### src/rtl/gnfsp_pkg.sv
package gnfsp_pkg;

    localparam int MaxSlots     = 64;
    localparam int InitialCount = 10;
    localparam int SlotW        = 6;
    localparam int SizeW        = 7;
    localparam int CntW         = 32;
    localparam int CfgW         = 7;
    localparam int AvailCap     = 64;
    localparam int ApbAddrW     = 4;
    localparam int ApbDataW     = 32;

    // An initial count of one or less falls back to ten slots.
    localparam int InitBase = (InitialCount > 1) ? InitialCount : 10;
    localparam int InitSize = (InitBase > MaxSlots) ? MaxSlots : InitBase;

    localparam logic [CfgW-1:0] SoftLimitRst = CfgW'(64);
    localparam logic [CfgW-1:0] HardLimitRst = CfgW'(64);
    localparam logic [CfgW-1:0] GrowStepRst  = CfgW'(8);

    typedef enum logic {
        CMD_ALLOC   = 1'b0,
        CMD_RELEASE = 1'b1
    } t_cmd;

    typedef enum logic [1:0] {
        REG_SOFT_LIMIT = 2'd0,
        REG_HARD_LIMIT = 2'd1,
        REG_GROW_STEP  = 2'd2
    } t_reg_idx;

    typedef struct packed {
        logic [CfgW-1:0] soft_limit;
        logic [CfgW-1:0] hard_limit;
        logic [CfgW-1:0] grow_step;
    } t_cfg;

    typedef struct packed {
        logic             we;
        logic [SlotW-1:0] waddr;
        logic             wdata;
        logic             re;
        logic [SlotW-1:0] raddr;
    } t_mem_req;

    function automatic logic [SizeW-1:0] f_soft_eff(t_cfg c);
        logic [SizeW-1:0] init;
        init = SizeW'(InitSize);
        return (c.soft_limit < init) ? init : c.soft_limit;
    endfunction

    function automatic logic [SizeW-1:0] f_hard_eff(t_cfg c);
        logic [SizeW-1:0] s;
        logic [SizeW-1:0] h;
        s = f_soft_eff(c);
        h = (c.hard_limit < s) ? s : c.hard_limit;
        return (h > SizeW'(MaxSlots)) ? SizeW'(MaxSlots) : h;
    endfunction

    // Step the rotating pointer, wrapping at the active pool size.
    function automatic logic [SlotW-1:0] f_advance(logic [SlotW-1:0] x,
                                                   logic [SizeW-1:0] pool);
        logic [SizeW-1:0] nx;
        nx = {1'b0, x} + SizeW'(1);
        return (nx >= pool) ? '0 : nx[SlotW-1:0];
    endfunction

    // Pool size minus outstanding slots, saturated to zero and AvailCap.
    function automatic logic [SizeW-1:0] f_available(logic [SizeW-1:0] pool,
                                                     logic [CntW-1:0]  outst);
        logic [CntW+1:0]  a;
        logic [SizeW-1:0] res;
        a = {{(CntW+2-SizeW){1'b0}}, pool} - {{2{outst[CntW-1]}}, outst};
        if (a[CntW+1]) begin
            res = '0;
        end else if (a[CntW:0] > (CntW+1)'(AvailCap)) begin
            res = SizeW'(AvailCap);
        end else begin
            res = a[SizeW-1:0];
        end
        return res;
    endfunction

endpackage

### src/rtl/growable_next_fit_slot_pool_unit.sv
// Release: handled from idle without a scan; the result strobe comes the cycle after start.
// Allocate: the scan starts at the rotating pointer and probes up to the whole pool;
// the mark memory is probed one slot per cycle through its single read port.
// A failed scan below the hard limit grows the pool and grants the first new slot.
// After reset the mark memory is cleared one slot per cycle; busy stays high until it is clear.
// The receiver cannot stall: o_done is high for one cycle; the result fields stay held.
module growable_next_fit_slot_pool_unit (
    input  logic                            i_clk,
    input  logic                            i_rst_n,
    input  logic                            psel,
    input  logic                            penable,
    input  logic                            pwrite,
    input  logic [gnfsp_pkg::ApbAddrW-1:0]  paddr,
    input  logic [gnfsp_pkg::ApbDataW-1:0]  pwdata,
    output logic [gnfsp_pkg::ApbDataW-1:0]  prdata,
    output logic                            pready,
    input  logic                            start,
    output logic                            busy,
    input  logic                            i_cmd,
    input  logic [gnfsp_pkg::SlotW-1:0]     i_slot_to_free,
    output logic                            o_done,
    output logic                            o_ok,
    output logic [gnfsp_pkg::SlotW-1:0]     o_granted_slot,
    output logic                            o_soft_over,
    output logic                            o_hard_full,
    output logic [gnfsp_pkg::SizeW-1:0]     o_pool_now,
    output logic [gnfsp_pkg::CntW-1:0]      o_alloc_total,
    output logic [gnfsp_pkg::SizeW-1:0]     o_available
);
    import gnfsp_pkg::*;

    typedef enum logic [2:0] {
        S_CLEAR = 3'b001,
        S_IDLE  = 3'b010,
        S_SCAN  = 3'b100
    } t_state;

    t_state           r_state, n_state;
    logic [SlotW-1:0] r_clr_idx, n_clr_idx;
    logic [SizeW-1:0] r_pool, n_pool;
    logic [SlotW-1:0] r_next, n_next;
    logic [CntW-1:0]  r_alloc, n_alloc;
    logic [CntW-1:0]  r_outst, n_outst;
    logic [SlotW-1:0] r_probe, n_probe;
    logic [SizeW-1:0] r_issued, n_issued;
    logic [SizeW-1:0] r_checked, n_checked;
    logic             r_pend, n_pend;
    logic [SlotW-1:0] r_pend_idx, n_pend_idx;
    logic             r_done, n_done;
    logic             r_ok, n_ok;
    logic [SlotW-1:0] r_granted, n_granted;
    logic             r_soft_over, n_soft_over;
    logic             r_hard_full, n_hard_full;

    t_cfg             cfg;
    t_mem_req         mem_req;
    logic             mem_rdata;
    logic             hit;
    logic             miss;
    logic [SizeW-1:0] hard_eff;
    logic [SizeW-1:0] step;
    logic [SizeW:0]   grown_sum;
    logic [SizeW-1:0] grown;

    gnfsp_cfg u_cfg (
        .i_clk   (i_clk),
        .i_rst_n (i_rst_n),
        .psel    (psel),
        .penable (penable),
        .pwrite  (pwrite),
        .paddr   (paddr),
        .pwdata  (pwdata),
        .prdata  (prdata),
        .pready  (pready),
        .o_cfg   (cfg)
    );

    gnfsp_mark_ram u_marks (
        .i_clk   (i_clk),
        .i_req   (mem_req),
        .o_rdata (mem_rdata)
    );

    assign hard_eff  = f_hard_eff(cfg);
    assign step      = (cfg.grow_step == '0) ? SizeW'(1) : cfg.grow_step;
    assign grown_sum = {1'b0, r_pool} + {1'b0, step};
    assign grown     = (grown_sum > {1'b0, hard_eff}) ? hard_eff : grown_sum[SizeW-1:0];

    // A probe result of zero means the slot is free.
    assign hit  = r_pend && !mem_rdata;
    assign miss = r_pend && mem_rdata && ((r_checked + SizeW'(1)) == r_pool);

    always_comb begin
        n_state     = r_state;
        n_clr_idx   = r_clr_idx;
        n_pool      = r_pool;
        n_next      = r_next;
        n_alloc     = r_alloc;
        n_outst     = r_outst;
        n_probe     = r_probe;
        n_issued    = r_issued;
        n_checked   = r_checked;
        n_pend      = 1'b0;
        n_pend_idx  = r_pend_idx;
        n_done      = 1'b0;
        n_ok        = r_ok;
        n_granted   = r_granted;
        n_soft_over = r_soft_over;
        n_hard_full = r_hard_full;
        mem_req     = '0;

        unique case (r_state)
            S_CLEAR: begin
                mem_req.we    = 1'b1;
                mem_req.waddr = r_clr_idx;
                mem_req.wdata = 1'b0;
                n_clr_idx     = r_clr_idx + SlotW'(1);
                if (r_clr_idx == SlotW'(MaxSlots - 1)) begin
                    n_state = S_IDLE;
                end
            end
            S_IDLE: begin
                if (start) begin
                    if (i_cmd == CMD_RELEASE) begin
                        n_done      = 1'b1;
                        n_granted   = '0;
                        n_soft_over = 1'b0;
                        n_hard_full = 1'b0;
                        n_ok        = 1'b0;
                        if ({1'b0, i_slot_to_free} < r_pool) begin
                            mem_req.we    = 1'b1;
                            mem_req.waddr = i_slot_to_free;
                            mem_req.wdata = 1'b0;
                            n_outst       = r_outst - CntW'(1);
                            n_ok          = 1'b1;
                        end
                    end else begin
                        n_state   = S_SCAN;
                        n_probe   = r_next;
                        n_issued  = '0;
                        n_checked = '0;
                    end
                end
            end
            S_SCAN: begin
                // Reads run one ahead of the check; no new read is issued in the cycle
                // that finds a free slot or ends the scan.
                if (!hit && !miss && (r_issued < r_pool)) begin
                    mem_req.re    = 1'b1;
                    mem_req.raddr = r_probe;
                    n_probe       = f_advance(r_probe, r_pool);
                    n_issued      = r_issued + SizeW'(1);
                    n_pend        = 1'b1;
                    n_pend_idx    = r_probe;
                end
                if (r_pend) begin
                    n_checked = r_checked + SizeW'(1);
                end
                if (hit) begin
                    mem_req.we    = 1'b1;
                    mem_req.waddr = r_pend_idx;
                    mem_req.wdata = 1'b1;
                    n_next        = f_advance(r_pend_idx, r_pool);
                    n_alloc       = r_alloc + CntW'(1);
                    n_outst       = r_outst + CntW'(1);
                    n_ok          = 1'b1;
                    n_granted     = r_pend_idx;
                    n_soft_over   = 1'b0;
                    n_hard_full   = 1'b0;
                    n_done        = 1'b1;
                    n_state       = S_IDLE;
                end else if (miss) begin
                    n_soft_over = (r_pool >= f_soft_eff(cfg));
                    n_done      = 1'b1;
                    n_state     = S_IDLE;
                    if (r_pool < hard_eff) begin
                        mem_req.we    = 1'b1;
                        mem_req.waddr = r_pool[SlotW-1:0];
                        mem_req.wdata = 1'b1;
                        n_pool        = grown;
                        n_next        = f_advance(r_pool[SlotW-1:0], grown);
                        n_alloc       = r_alloc + CntW'(1);
                        n_outst       = r_outst + CntW'(1);
                        n_ok          = 1'b1;
                        n_granted     = r_pool[SlotW-1:0];
                        n_hard_full   = 1'b0;
                    end else begin
                        n_ok        = 1'b0;
                        n_granted   = '0;
                        n_hard_full = 1'b1;
                    end
                end
            end
            default: begin
                n_state = S_IDLE;
            end
        endcase
    end

    always_ff @(posedge i_clk) begin
        if (!i_rst_n) begin
            r_state   <= S_CLEAR;
            r_clr_idx <= '0;
            r_pool    <= SizeW'(InitSize);
            r_next    <= '0;
            r_alloc   <= '0;
            r_outst   <= '0;
            r_pend    <= 1'b0;
            r_done    <= 1'b0;
        end else begin
            r_state   <= n_state;
            r_clr_idx <= n_clr_idx;
            r_pool    <= n_pool;
            r_next    <= n_next;
            r_alloc   <= n_alloc;
            r_outst   <= n_outst;
            r_pend    <= n_pend;
            r_done    <= n_done;
        end
    end

    always_ff @(posedge i_clk) begin
        r_probe     <= n_probe;
        r_issued    <= n_issued;
        r_checked   <= n_checked;
        r_pend_idx  <= n_pend_idx;
        r_ok        <= n_ok;
        r_granted   <= n_granted;
        r_soft_over <= n_soft_over;
        r_hard_full <= n_hard_full;
    end

    assign busy           = (r_state != S_IDLE);
    assign o_done         = r_done;
    assign o_ok           = r_ok;
    assign o_granted_slot = r_granted;
    assign o_soft_over    = r_soft_over;
    assign o_hard_full    = r_hard_full;
    assign o_pool_now     = r_pool;
    assign o_alloc_total  = r_alloc;
    assign o_available    = f_available(r_pool, r_outst);

    a_fail_not_ok: assert property (@(posedge i_clk) disable iff (!i_rst_n)
        o_done && o_hard_full |-> !o_ok)
        else $error("hard_full reported together with ok");

    a_grant_in_pool: assert property (@(posedge i_clk) disable iff (!i_rst_n)
        o_done && o_ok |-> ({1'b0, o_granted_slot} < o_pool_now))
        else $error("granted slot outside the active pool");

    a_probe_bound: assert property (@(posedge i_clk) disable iff (!i_rst_n)
        (r_state == S_SCAN) |-> (r_issued <= r_pool) && (r_checked <= r_issued))
        else $error("scan probed more slots than the pool holds");

    a_scan_reports: assert property (@(posedge i_clk) disable iff (!i_rst_n)
        (r_state == S_SCAN) && (n_state == S_IDLE) |=> o_done)
        else $error("scan ended without a result strobe");

    a_pool_grows_only: assert property (@(posedge i_clk) disable iff (!i_rst_n)
        1'b1 |=> (r_pool >= $past(r_pool)))
        else $error("pool size shrank");

endmodule

### src/rtl/gnfsp_mark_ram.sv
module gnfsp_mark_ram (
    input  logic                i_clk,
    input  gnfsp_pkg::t_mem_req i_req,
    output logic                o_rdata
);
    import gnfsp_pkg::*;

    logic r_mem [MaxSlots];
    logic r_rdata;

    always_ff @(posedge i_clk) begin
        if (i_req.we) begin
            r_mem[i_req.waddr] <= i_req.wdata;
        end
    end

    always_ff @(posedge i_clk) begin
        if (i_req.re) begin
            r_rdata <= r_mem[i_req.raddr];
        end
    end

    assign o_rdata = r_rdata;

endmodule

### src/rtl/gnfsp_cfg.sv
module gnfsp_cfg (
    input  logic                              i_clk,
    input  logic                              i_rst_n,
    input  logic                              psel,
    input  logic                              penable,
    input  logic                              pwrite,
    input  logic [gnfsp_pkg::ApbAddrW-1:0]    paddr,
    input  logic [gnfsp_pkg::ApbDataW-1:0]    pwdata,
    output logic [gnfsp_pkg::ApbDataW-1:0]    prdata,
    output logic                              pready,
    output gnfsp_pkg::t_cfg                   o_cfg
);
    import gnfsp_pkg::*;

    t_cfg     r_cfg;
    t_cfg     n_cfg;
    t_reg_idx reg_idx;
    logic     wr_en;

    assign reg_idx = t_reg_idx'(paddr[ApbAddrW-1:2]);
    assign wr_en   = psel && penable && pwrite;
    assign pready  = 1'b1;

    always_comb begin
        n_cfg = r_cfg;
        if (wr_en) begin
            unique case (reg_idx)
                REG_SOFT_LIMIT: n_cfg.soft_limit = pwdata[CfgW-1:0];
                REG_HARD_LIMIT: n_cfg.hard_limit = pwdata[CfgW-1:0];
                REG_GROW_STEP:  n_cfg.grow_step  = pwdata[CfgW-1:0];
                default:        n_cfg = r_cfg;
            endcase
        end
    end

    always_comb begin
        unique case (reg_idx)
            REG_SOFT_LIMIT: prdata = ApbDataW'(r_cfg.soft_limit);
            REG_HARD_LIMIT: prdata = ApbDataW'(r_cfg.hard_limit);
            REG_GROW_STEP:  prdata = ApbDataW'(r_cfg.grow_step);
            default:        prdata = '0;
        endcase
    end

    always_ff @(posedge i_clk) begin
        if (!i_rst_n) begin
            r_cfg.soft_limit <= SoftLimitRst;
            r_cfg.hard_limit <= HardLimitRst;
            r_cfg.grow_step  <= GrowStepRst;
        end else begin
            r_cfg <= n_cfg;
        end
    end

    assign o_cfg = r_cfg;

endmodule

### config.mk
export PLATFORM = sky130hd
export DESIGN_NAME = growable_next_fit_slot_pool_unit
export DESIGN_NICKNAME = d
export VERILOG_FILES = /design/src/rtl/gnfsp_pkg.sv /design/src/rtl/growable_next_fit_slot_pool_unit.sv /design/src/rtl/gnfsp_mark_ram.sv /design/src/rtl/gnfsp_cfg.sv
export SDC_FILE = /design/constraint.sdc
export NUM_CORES = 1
export LEC_CHECK = 0
export ABC_AREA = 1
export ABC_CLOCK_PERIOD_IN_PS = 5090
export BUFFER_PORTS_ARGS = -buffer_cell sky130_fd_sc_hd__buf_2
export CELL_PAD_IN_SITES_DETAIL_PLACEMENT = 2
export CELL_PAD_IN_SITES_GLOBAL_PLACEMENT = 2
export CORE_ASPECT_RATIO = 0.9
export CORE_MARGIN = 5
export CORE_UTILIZATION = 32
export DETAILED_ROUTE_END_ITERATION = 12
export GPL_ROUTABILITY_DRIVEN = 1
export HOLD_SLACK_MARGIN = 0.12
export PLACE_DENSITY_LB_ADDON = 0.1
export SETUP_SLACK_MARGIN = 0.3
export SYNTH_ARGS = -nofsm -noshare
export SYNTH_HDL_FRONTEND = slang
export SYNTH_SLANG_ARGS = --single-unit
export TNS_END_PERCENT = 30
### constraint.sdc
create_clock -name i_clk -period 5.09 [get_ports i_clk]
set_input_delay 0.7635 -clock i_clk [delete_from_list [all_inputs] [get_ports i_clk]]
set_output_delay 0.7635 -clock i_clk [all_outputs]
set_load 0.02 [all_outputs]
### Yosys cells after proc, flatten, opt, wreduce, memory -nomap -nowiden

Memory sizes are Yosys's and may differ from the RTL's. A register that Yosys moved wholly into a read port is not among the register bits.
Index checks and enable logic that the tools add are counted.

| word-level totals | value |
|---|---|
| register bits | 144 |
| bits in writable memories | 64 |
| input port bits | 49 |
| output and inout bits | 90 |
| logic and storage cells | 167 |
| memories kept | 1 |

| operators by class | value |
|---|---|
| add/sub/neg operators | 11 |
| order comparisons | 12 |
| equal/unequal tests | 17 |
| multiplexer cells | 79 |
| bitwise operators | 1 |
| reduce and logical (&&, ||, !) cells | 27 |

Memories:

| name | words | width | read ports | clocked after Yosys merged registers in | wr ports | line | text |
|---|---|---|---|---|---|---|---|
| u_marks.r_mem | 64 | 1 | 1 | 1 | 1 | gnfsp_mark_ram.sv:8 | `logic r_mem [MaxSlots];` |

Operators by type and width:

| kind | count |
|---|---|
| $mux W32 | 9 |
| $mux W7 | 13 |
| $mux W6 | 14 |
| $add A32 B1 Y32 const B | 2 |
| $pmux W32 S2 | 1 |
| $mux W8 | 6 |
| $gt A33 B7 Y1 const B | 1 |
| $sub A8 B32 Y33 | 1 |
| $sub A32 B1 Y32 const B | 1 |
| $ge A7 B7 Y1 | 4 |
| $pmux W7 S2 | 2 |
| $pmux W6 S2 | 2 |
| $pmux W8 S3 | 1 |
| $add A6 B1 Y7 const B | 3 |
| $lt A7 B7 Y1 | 3 |
| $pmux W7 S3 | 1 |
| $mux W1 | 20 |
| $reduce_and A4 Y1 | 5 |
| $mux W3 | 5 |
| $add A7 B1 Y7 const B | 2 |
| $ne A2 B2 Y1 const B | 7 |
| $reduce_and A2 Y1 | 5 |
| $pmux W3 S3 | 1 |
| $add A7 B7 Y8 | 1 |
| 23 further kinds | 37 |

### Depth between registers and ports, before layout

Gate-level depths: netlist of the first run.

| logic depth | value |
|---|---|
| depth after elaboration | 13 |
| depth in mapped cells | 46 |
| mapped depth without buffers | 45 |

### By module

Synthesis of the first run repeated with hierarchy kept, for this count alone.

| second synthesis, totals | value |
|---|---|
| cell total of the unflattened synthesis | 2104 |
| area, all modules | 15128.3 um^2 |

By module, submodules not included:

| module | times used | cells each | area each (um^2) | sequential area each (um^2) |
|---|---|---|---|---|
| growable_next_fit_slot_pool_unit | 1 | 1598 | 10822.9 | 2812.7 |
| gnfsp_mark_ram | 1 | 320 | 3064.2 | 1951.9 |
| gnfsp_cfg | 1 | 186 | 1241.2 | 420.4 |

### Worst setup path before layout of the first run

No wires, ideal clock.

| path | value |
|---|---|
| path type | reg-to-reg |
| from | reg u_cfg.r_cfg, in the netlist u_cfg.o_cfg[20] |
| to | reg r_next[2] |
| library setup time | 70 ps |
| arrival time | 4815 ps |
| data required time | 5020 ps |
| setup slack | 205 ps |
| cell stages (with the launch flop) | 43 |
| path buffers | 1 |
| period minus slack after synthesis | 4885 ps |
| cell sequence | dfxtp_1 -> inv_2 -> nand2_1 -> nor2_2 -> nor2_1 -> ha_1 -> a21oi_1 -> nor2_1 -> a211oi_1 -> nand2_2 -> buf_2 -> o21ai_0 -> inv_1 -> nor2_1 -> nand3_1 -> nand2_1 -> nand2_1 -> ha_1 -> (+7 left out) -> nand2_1 -> inv_1 -> nand2_1 -> o21ai_0 -> inv_1 -> ha_1 -> inv_1 -> nand2_1 -> a21oi_1 -> nor2_1 -> o21a_1 -> o21a_1 -> o21a_1 -> o21ai_0 -> nand2_1 -> inv_1 -> a22oi_1 -> a21oi_1 |

| on the way | value |
|---|---|
| cells in the longest elaborated chain, start to end | 13 |
| elaborated cells on any way between the ends | 16 |
| classes of those cells | order compare: 6; mux: 8; reduce/logical: 2 |

Ends and longest elaborated chain:

| item | line | text |
|---|---|---|
| start, declared | gnfsp_cfg.sv:15 | `t_cfg r_cfg;` |
| start signal, assigned | gnfsp_cfg.sv:51 | `r_cfg <= n_cfg;` |
| $lt A7 B4 Y1 | gnfsp_pkg.sv:49 | `return (c.soft_limit < init) ? init : c.soft_limit;` |
| $mux W7 (*) | gnfsp_pkg.sv:49 |  |
| $lt A7 B7 Y1 | gnfsp_pkg.sv:56 | `h = (c.hard_limit < s) ? s : c.hard_limit;` |
| $mux W7 (*) | gnfsp_pkg.sv:56 |  |
| $gt A7 B7 Y1 | gnfsp_pkg.sv:57 | `return (h > SizeW'(MaxSlots)) ? SizeW'(MaxSlots) : h;` |
| $mux W7 (*) | gnfsp_pkg.sv:57 |  |
| $gt A8 B7 Y1 | growable_next_fit_slot_pool_unit.sv:87 | `assign grown = (grown_sum > {1'b0, hard_eff}) ? hard_eff : grown_sum[SizeW-1:0];` |
| $mux W7 (*) | growable_next_fit_slot_pool_unit.sv:87 |  |
| via grown[0] | growable_next_fit_slot_pool_unit.sv:63 | `logic [SizeW-1:0] grown;` |
| $ge A7 B7 Y1 (*) | gnfsp_pkg.sv:65 | `return (nx >= pool) ? '0 : nx[SlotW-1:0];` |
| $mux W6 (*) | gnfsp_pkg.sv:65 |  |
| $mux W6 (*) | growable_next_fit_slot_pool_unit.sv:176 | `if (r_pool < hard_eff) begin` |
| $mux W6 (*) | growable_next_fit_slot_pool_unit.sv:172 | `end else if (miss) begin` |
| $mux W6 (*) | growable_next_fit_slot_pool_unit.sv:159 | `if (hit) begin` |
| end signal, assigned | growable_next_fit_slot_pool_unit.sv:214 | `r_next <= n_next;` |
| end, declared | growable_next_fit_slot_pool_unit.sv:41 | `logic [SlotW-1:0] r_next, n_next;` |

Mark *: on every way through the listed nets, which the timed path passes. The rest lies on a longest branch. The select of a mux whose other input is x is not followed.
A chain may end at the register's enable or synchronous reset.

### Worst setup path after layout of the first run

| path | value |
|---|---|
| from | reg u_cfg.r_cfg, in the netlist u_cfg.o_cfg[19] |
| to | reg r_next[5] |

The elaborated chain is that of the path after synthesis.

==> flow_summary.toml, run 1 <==
[outcome]
status = "complete, but fails checks"
failed_checks = "negative setup slack"

[floorplan]
ioPinCount = 139
core_sq_um = 45600
fp.dieW_um = 236
placementRows = 74
dieHeight_um = 214
initial_core_util = 0.324
die-area_sq_um = 50600

[global_route]
globalRoute.totalOverflow = 0
grt_pass1_wl_um = 87400
antenna_found_initial = 3
grt_pass1_vias = 15600
track_usage = 0.214
grt_start_max_net_pins = 77

[clock_network]
path_clk_slew_ns = 0.06
cts.sinks = 209
root_buffer = "clkbuf_16"
cts_tree = "yes"
numCtsBuffers = 27
h-tree-depth = 1
insertion_delay_ns = 0.55
hold_buffers = 0
clock_path_buffers = 3

[timing]
max_freq_mhz = 195
setup_ws_ns = -0.0404
drv_slew = 0
setup-tns-final_ns = -0.163
tightest_slew_ns = 1.07
rsz0062_at_grt = "yes"
finClkSkew_ns = 0.0116
setup_viol = 6
period_needed_ns = 5.13
hold_viol_final = 0
whs_ns = 0.477
post-route-period-util = 1.01
slew_headroom = 0.285

[detailed_routing]
wirelength_um = 56200
drc = 0
drt_iter0_drc = 602
drt-pass1-iter-count = 4
via_per_inst = 5.16
wl_per_cell_um = 20.3
num_vias = 14200
postRouteAntennaNets = 0

[place]
hpwl_um = 40900
dp_slack_ns = -0.252
gp_congestion = 0.809
port_buffers = 85

[worst_hold_path]
hp-start = "r_probe[5]$_DFFE_PP_"
hold_path.class = "reg2reg"

[synth]
synth-edff-count = 100
yosysWarnings = 0
synthFlopType = "dfxtp_1"
synthArstFlopShare = 0
seq_area_frac_synth = 0.351
synth_area_sq_um = 14800
syn_area_per_cell_sq_um = 7.30
synth_cells = 2024
ys_ff_latch = 209
yosysUniqueCellTypes = 50

[final_layout]
final_cell_mix = "nand2_1, nor2_1, inv_1"
mostFrequentLayoutCell = "nand2_1"
layout-drive-gt1-share = 0.135
syn2layout_area_growth_pct = 17.0
num-nets-final = 2292

[setup_path]
startpoint = "u_cfg.o_cfg[19]$_SDFFE_PN0P_"
rrSetupSlack_ns = -0.04
timing.rr.start = "u_cfg.o_cfg[19]$_SDFFE_PN0P_"
crit_slowest_cell = "dfxtp_2"
max_stage_delay_ns = 0.34
regToRegEndpoint = "r_next[5]$_SDFFE_PN0P_"
critPathKind = "reg2reg"
worstRegToRegCells = 42
crit_arrival_ns = 5.60
end_kind = "register"
critPathLaunchType = "register"
cp.required_ns = 5.56
cp-endpoint = "r_next[5]$_SDFFE_PN0P_"
critPathMaxFanout = 6

[power]
power_density_nw_per_um2 = 319
p_leak_nw = 7.73
vdd_drop_max_v = 0.000284

[run]
cap_violations = 0
critical path, delay by kind of cell (launching register included):
kind	cells	cell delay (ns)
simple gates	14	1.20
compound gates	15	1.82
fa+ha+maj	3	0.73
buf+inv	10	0.92
flops	1	0.34
power by group:
| part | internal, mW | leakage, nW | switching, mW |
|---|---|---|---|
| combinational | 0.570 | 5.36 | 1.16 |
| clock | 1.06 | 0.425 | 0.813 |
| sequential | 1.84 | 1.95 | 0.0621 |
| total | 3.47 | 7.73 | 2.04 |
cell families (layout without fill, tap and decap cells):
kind of cell / Yosys count / count (layout) / synth area share
buf+inv: 322 / 426 / 0.0913
flops: 209 / 209 / 0.351
compound gates: 324 / 324 / 0.123
other cells: 2 / 28 / 0.000509
xor+xnor: 95 / 95 / 0.0563
fa+ha+maj: 110 / 110 / 0.0947
simple gates: 962 / 963 / 0.283
state kept, by name (all words and copies together), names as in the netlist:
register         flops
u_marks.r_mem       64
o_hard_full          1
u_cfg.o_cfg         21
o_done               1
r_pend_idx           6
r_state              3
r_probe              6
r_checked            7
o_pool_now           7
o_soft_over          1
u_marks.o_rdata      1
r_issued             7
o_alloc_total       32
o_granted_slot       6
r_outst             32
o_ok                 1
r_pend               1
r_clr_idx            6
r_next               6
layout make-up:
| class | count | area [sq um] |
|---|---|---|
| fill | 5434 | 28300 |
| multi-input combinational | 1518 | 8720 |
| sequential | 209 | 5190 |
| inverter | 246 | 931 |
| timing repair buffer | 131 | 803 |
| tap | 608 | 761 |
| clock buffer | 33 | 751 |
| clock inverter | 16 | 113 |
| antenna | 2 | 5.00 |
cells in the mapped netlist, types with 10 or more instances:
cell type | number | area, sq um
a21oi_1 | 133 | 666
buf_2 | 17 | 85.1
buf_4 | 29 | 218
clkbuf_1 | 27 | 101
dfxtp_1 | 109 | 2180
edfxtp_1 | 100 | 3000
ha_1 | 107 | 1340
inv_1 | 238 | 893
nand2_1 | 375 | 1410
nand2_2 | 12 | 75.1
nand3_1 | 131 | 656
nand3b_1 | 33 | 248
nand4_1 | 33 | 206
nor2_1 | 310 | 1160
nor3_1 | 35 | 175
nor4_1 | 16 | 100
o211ai_1 | 10 | 75.1
o21a_1 | 11 | 82.6
o21ai_0 | 108 | 541
xnor2_1 | 18 | 158
xor2_1 | 77 | 674
metal layers:
| layer | share of wire | track usage | up-vias |
|---|---|---|---|
| li1 | - | - | 6915 |
| met1 | 0.47 | 0.286 | 7119 |
| met2 | 0.49 | 0.379 | 149 |
| met3 | 0.026 | 0.0249 | 64 |
| met4 | 0.018 | 0.0398 | 2 |
| met5 | 0.00023 | 0 | - |
per-stage QoR:
| stage | utilization | power (mW) | std cells | cell area (sq um) |
|---|---|---|---|---|
| 4_1_cts | 0.372 | 5.46 | 2757 | 16900 |
| 3_3_place_gp | 0.349 | 3.45 | 2698 | 15900 |
| 5_1_grt | 0.379 | 5.82 | 2763 | 17300 |
| 2_1_floorplan | - | 2.99 | 2048 | 14900 |
| 6_report | 0.379 | 5.51 | 2763 | 17300 |
| 3_5_place_dp | 0.349 | 3.51 | 2698 | 15900 |
how the worst min path moves through the flow:
stage	endpoint	slack (ns)	depth (start not counted)
final	r_pend_idx[5]$_DFFE_PP_	0.48	0
after global routing	u_cfg.o_cfg[20]$_SDFFE_PN1P_	0.50	3
after CTS	u_cfg.o_cfg[20]$_SDFFE_PN1P_	0.46	3
after detailed placement	r_pend_idx[5]$_DFFE_PP_	0.44	0
after global placement	r_pend_idx[5]$_DFFE_PP_	0.45	0
after floorplan	r_pend_idx[5]$_DFFE_PP_	0.43	0
repair_timing:
item	CTS	global route
setup endpoints to repair	12	129
setup buffers	9	4
gates resized for setup	43	78
pin swaps	19	30
gates cloned	1	0
No activity file was read; power rests on OpenSTA's default activity.
==> run 2, diff against run 1 <==
GPL_TIMING_DRIVEN = 0   (was unset)
==> flow_summary.toml, run 2 (synthesis results as in run 1) <==
[outcome]
status = "complete, but fails checks"
failed_checks = "negative setup slack"

[clock_network]
numCtsBuffers = 27
hold_buffers = 0
root_buffer = "clkbuf_16"
cts.sinks = 209
insertion_delay_ns = 0.58
h-tree-depth = 1
path_clk_slew_ns = 0.06
cts_tree = "yes"
clock_path_buffers = 3

[timing]
period_needed_ns = 5.31
tightest_slew_ns = 0.995
finClkSkew_ns = 0.0244
setup_viol = 50
hold_viol_final = 0
drv_slew = 0
setup_ws_ns = -0.216
max_freq_mhz = 188
post-route-period-util = 1.04
rsz0062_at_grt = "yes"
slew_headroom = 0.337
whs_ns = 0.466

[global_route]
grt_pass1_wl_um = 91600
track_usage = 0.227
globalRoute.totalOverflow = 0
antenna_found_initial = 2
grt_start_max_net_pins = 74
grt_pass1_vias = 15900

[detailed_routing]
drt-pass1-iter-count = 5
via_per_inst = 5.24
wl_met2_um = 29100
wl_per_cell_um = 21.4
drc = 0
drt_iter0_drc = 721
wl_met1_um = 28300
postRouteAntennaNets = 0
num_vias = 14900
highest_layer = "met4"
wirelength_um = 60800
met3_wirelength_um = 2130

[setup_path]
cp.required_ns = 5.59
worstRegToRegCells = 41
critPathLaunchType = "register"
critPathMaxFanout = 6
end_kind = "register"
crit_slowest_cell = "dfxtp_2"
critPathKind = "reg2reg"
regToRegEndpoint = "r_next[0]$_SDFFE_PN0P_"
cp_common_cell = "nand2_4"
max_stage_delay_ns = 0.33
rrSetupSlack_ns = -0.22
crit_arrival_ns = 5.81
timing.rr.start = "u_cfg.o_cfg[20]$_SDFFE_PN1P_"

[power]
p_switching_mw = 2.18
power.internal_mw = 3.83
combPwrFrac = 0.314
total_power_mw = 6.01
p_leak_nw = 8.17
netSwitchingFraction = 0.363
vdd_drop_max_v = 0.000296
clockPowerShare = 0.369
power_density_nw_per_um2 = 323
power.share.sequential = 0.316

[worst_hold_path]
hold_end = "u_cfg.o_cfg[3]$_SDFFE_PN1P_"
hold_path.class = "in2reg"
hp-start = "pwdata[3]"
whs_path_depth = 3

[place]
dp_slack_ns = -0.917
placed_cells = 2742
hpwl_um = 43900
gp_congestion = 0.861
port_buffers = 85

[final_layout]
diodes = 0
syn2layout_area_growth_pct = 25.9
largest_reg_flops = 64
final_cell_mix = "nand2_1, nor2_1, inv_1"
mostFrequentLayoutCell = "nand2_1"
layoutNonFillerInstCount = 2843
layout-drive-gt1-share = 0.196
num-nets-final = 2373
regMostFlops = "u_marks.r_mem"

[floorplan]
dieHeight_um = 214
placementRows = 74
core_sq_um = 45600
ioPinCount = 139
fp.dieW_um = 236
initial_core_util = 0.324
die-area_sq_um = 50600

[run]
cap_violations = 0
==> run 2: critical path: cells and delay by family (launching register included) <==
family / cells / cell delay, ns
buf+inv: 8 / 0.76
flops: 1 / 0.33
compound gates: 14 / 1.99
fa+ha+maj: 3 / 0.73
simple gates: 16 / 1.44
==> run 2: area by class of cell <==
| cell class | instances | area (sq um) |
|---|---|---|
| fillers | 5293 | 27000 |
| multi-input cells | 1517 | 9310 |
| flip-flops and latches | 209 | 5210 |
| inverters | 246 | 965 |
| repair buffers | 137 | 880 |
| well taps | 608 | 761 |
| clock buffers | 35 | 736 |
| plain buffers | 76 | 459 |
| clock inverters | 15 | 275 |
==> run 2: power by group through the flow <==
stage	sequential (mW)	combinational [mW]	clock, mW
2_1_floorplan	1.92	1.07	0
3_3_place_gp	1.93	1.52	0
3_5_place_dp	1.93	1.58	0
4_1_cts	1.90	1.73	2.27
5_1_grt	1.91	2.08	2.34
6_report	1.90	1.89	2.22
==> run 2: per-stage QoR <==
step	TNS [ns]	area (sq um)	utilization
after floorplan	0	14900	-
after global placement	-46.18	16000	0.352
after detailed placement	-77.90	16100	0.353
after CTS	-0.000727	17600	0.387
after global routing	-16.53	18600	0.408
final	-4.04	18600	0.408
==> run 2: how the worst max path moves through the flow <==
stage	start	end	slack (ns)	cells after the start
finish	u_cfg.o_cfg[20]$_SDFFE_PN1P_	r_next[0]$_SDFFE_PN0P_	-0.22	41
floorplan	u_cfg.o_cfg[20]$_SDFFE_PN1P_	r_next[2]$_SDFFE_PN0P_	0.31	42
CTS	u_cfg.o_cfg[20]$_SDFFE_PN1P_	r_next[0]$_SDFFE_PN0P_	-0.0007	42
global route	u_cfg.o_cfg[20]$_SDFFE_PN1P_	r_next[1]$_SDFFE_PN0P_	-0.44	45
detailed placement	u_cfg.o_cfg[16]$_SDFFE_PN0P_	r_next[0]$_SDFFE_PN0P_	-0.92	41
global placement	u_cfg.o_cfg[20]$_SDFFE_PN1P_	r_next[3]$_SDFFE_PN0P_	-0.59	39
==> run 2: routing by layer <==
| layer | vias to the layer above | track usage |
|---|---|---|
| li1 | 7095 | - |
| met1 | 7461 | 0.309 |
| met2 | 252 | 0.395 |
| met3 | 81 | 0.0246 |
| met4 | 0 | 0.0450 |
| met5 | - | 0 |
==> run 2: timing repair <==
item	in CTS	in global routing
resized for setup	106	216
setup buffers	31	19
endpoints found under the setup margin	215	223
pin swaps	17	33
gates cloned	1	0
==> run 3, diff against run 2 <==
PLACE_DENSITY = 0.79   (was unset)
PLACE_DENSITY_LB_ADDON = unset   (was 0.1)
SKIP_CTS_REPAIR_TIMING = 1   (was unset)
==> flow_summary.toml, run 3 (synthesis results as in run 1) <==
[power]
power_density_nw_per_um2 = 318
combPwrFrac = 0.316
total_power_mw = 5.59
power.share.sequential = 0.340
p_leak_nw = 7.93
power.internal_mw = 3.53
netSwitchingFraction = 0.368
vdd_drop_max_v = 0.000245
p_switching_mw = 2.06
clockPowerShare = 0.344

[timing]
slew_headroom = 0.369
max_freq_mhz = 185
drv_slew = 0
tightest_slew_ns = 0.946
setup_viol = 6
setup-tns-final_ns = -1.63
setup_ws_ns = -0.302
finClkSkew_ns = 0.0147
whs_ns = 0.467
rsz0062_at_grt = "yes"
period_needed_ns = 5.39
hold_viol_final = 0
post-route-period-util = 1.06

[setup_path]
rrSetupSlack_ns = -0.30
critPathMaxFanout = 6
end_kind = "register"
cp_common_cell = "nand2_4"
max_stage_delay_ns = 0.36
crit_arrival_ns = 5.89
cp.required_ns = 5.59
critPathKind = "reg2reg"
crit_slowest_cell = "dfxtp_4"
critPathLaunchType = "register"

[clock_network]
path_clk_slew_ns = 0.06
clock_path_buffers = 3
cts_tree = "yes"
root_buffer = "clkbuf_16"
cts.sinks = 209
h-tree-depth = 1
numCtsBuffers = 27
insertion_delay_ns = 0.57

[final_layout]
mostFrequentLayoutCell = "nand2_1"
layout-drive-gt1-share = 0.141
num-nets-final = 2340
final_cell_mix = "nand2_1, nor2_1, inv_1"
design_area_sq_um = 17600
largest_reg_flops = 64
regMostFlops = "u_marks.r_mem"
diodes = 0
syn2layout_area_growth_pct = 18.9

[global_route]
grt_pass1_wl_um = 87600
globalRoute.totalOverflow = 0
grt_pass1_vias = 16000
grt_start_max_net_pins = 74
antenna_found_initial = 0
track_usage = 0.214

[place]
gp_congestion = 0.881
placed_area_sq_um = 16100
dp_slack_ns = -0.844
hpwl_um = 43200
port_buffers = 85

[detailed_routing]
num_vias = 14700
postRouteAntennaNets = 0
wl_per_cell_um = 20.7
drt_iter0_drc = 750
drt-pass1-iter-count = 4
wirelength_um = 58300
via_per_inst = 5.24
drc = 0

[outcome]
status = "complete, but fails checks"
failed_checks = "negative setup slack"

[floorplan]
core_sq_um = 45600
initial_core_util = 0.324
dieHeight_um = 214
placementRows = 74
fp.dieW_um = 236
die-area_sq_um = 50600
ioPinCount = 139

[run]
cap_violations = 0

[worst_hold_path]
hold_path.class = "in2reg"
==> run 3: cell types whose count changed in the layout (fill, tap and decap cells not counted), moves of 7 or more <==
cell     before  now
nand2_1     339  348
buf_4        73   50
nand2_8      11    0
nor2_4       45   10
buf_6        12    5
nor2_1      231  291
nor2_2       37   12
==> run 3: critical path, delay by kind of cell (launching register included) <==
family	cells	cell delay, ns
adder cells (fa/ha/maj)	3	0.69
AND/OR/NAND/NOR	14	1.25
flip-flops	1	0.36
AO/OA/AOI/OAI	15	2.36
buffers and inverters	6	0.63
==> run 3: layer usage <==
metal  wire length [um]  GRT usage  vias to the layer above
met3               2280     0.0276                       86
met2              28700      0.389                      224
met4               1580     0.0503                        0
met1              25700      0.273                     7380
li1                   -          -                     7028
met5                  0          0                        -
==> run 3: path summary, 6_finish.rpt <==
path                                              startpoint                            to  cells after the start
worst max register to register  u_cfg.o_cfg[19]$_SDFFE_PN0P_        r_next[2]$_SDFFE_PN0P_                     38
worst min register to register          r_probe[5]$_DFFE_PP_       r_pend_idx[5]$_DFFE_PP_                      0
worst min-delay path                               pwdata[0]  u_cfg.o_cfg[14]$_SDFFE_PN0P_                      3
worst max-delay path            u_cfg.o_cfg[19]$_SDFFE_PN0P_        r_next[2]$_SDFFE_PN0P_                     38
==> run 3: final cells by class <==
| type | count | area (sq um) |
|---|---|---|
| multi-input cells | 1517 | 8760 |
| inverters | 246 | 937 |
| fillers | 5405 | 28000 |
| repair buffers | 104 | 589 |
| clock inverters | 11 | 120 |
| well taps | 608 | 761 |
| flip-flops and latches | 209 | 5200 |
| plain buffers | 76 | 442 |
| clock buffers | 39 | 751 |
==> run 3: power by group through the flow <==
stage                     combinational [mW]  clock [mW]  sequential, mW
final                                   1.77        1.92            1.90
after global routing                    1.94        2.03            1.90
after detailed placement                1.57           0            1.93
after CTS                               1.58        1.96            1.90
after global placement                  1.48           0            1.93
after floorplan                         1.07           0            1.92
==> run 3: metrics by stage <==
stage / utilization / cells
global placement: 0.352 / 2741
CTS: 0.371 / 2791
floorplan: - / 2048
finish: 0.386 / 2810
detailed placement: 0.352 / 2741
global route: 0.386 / 2810
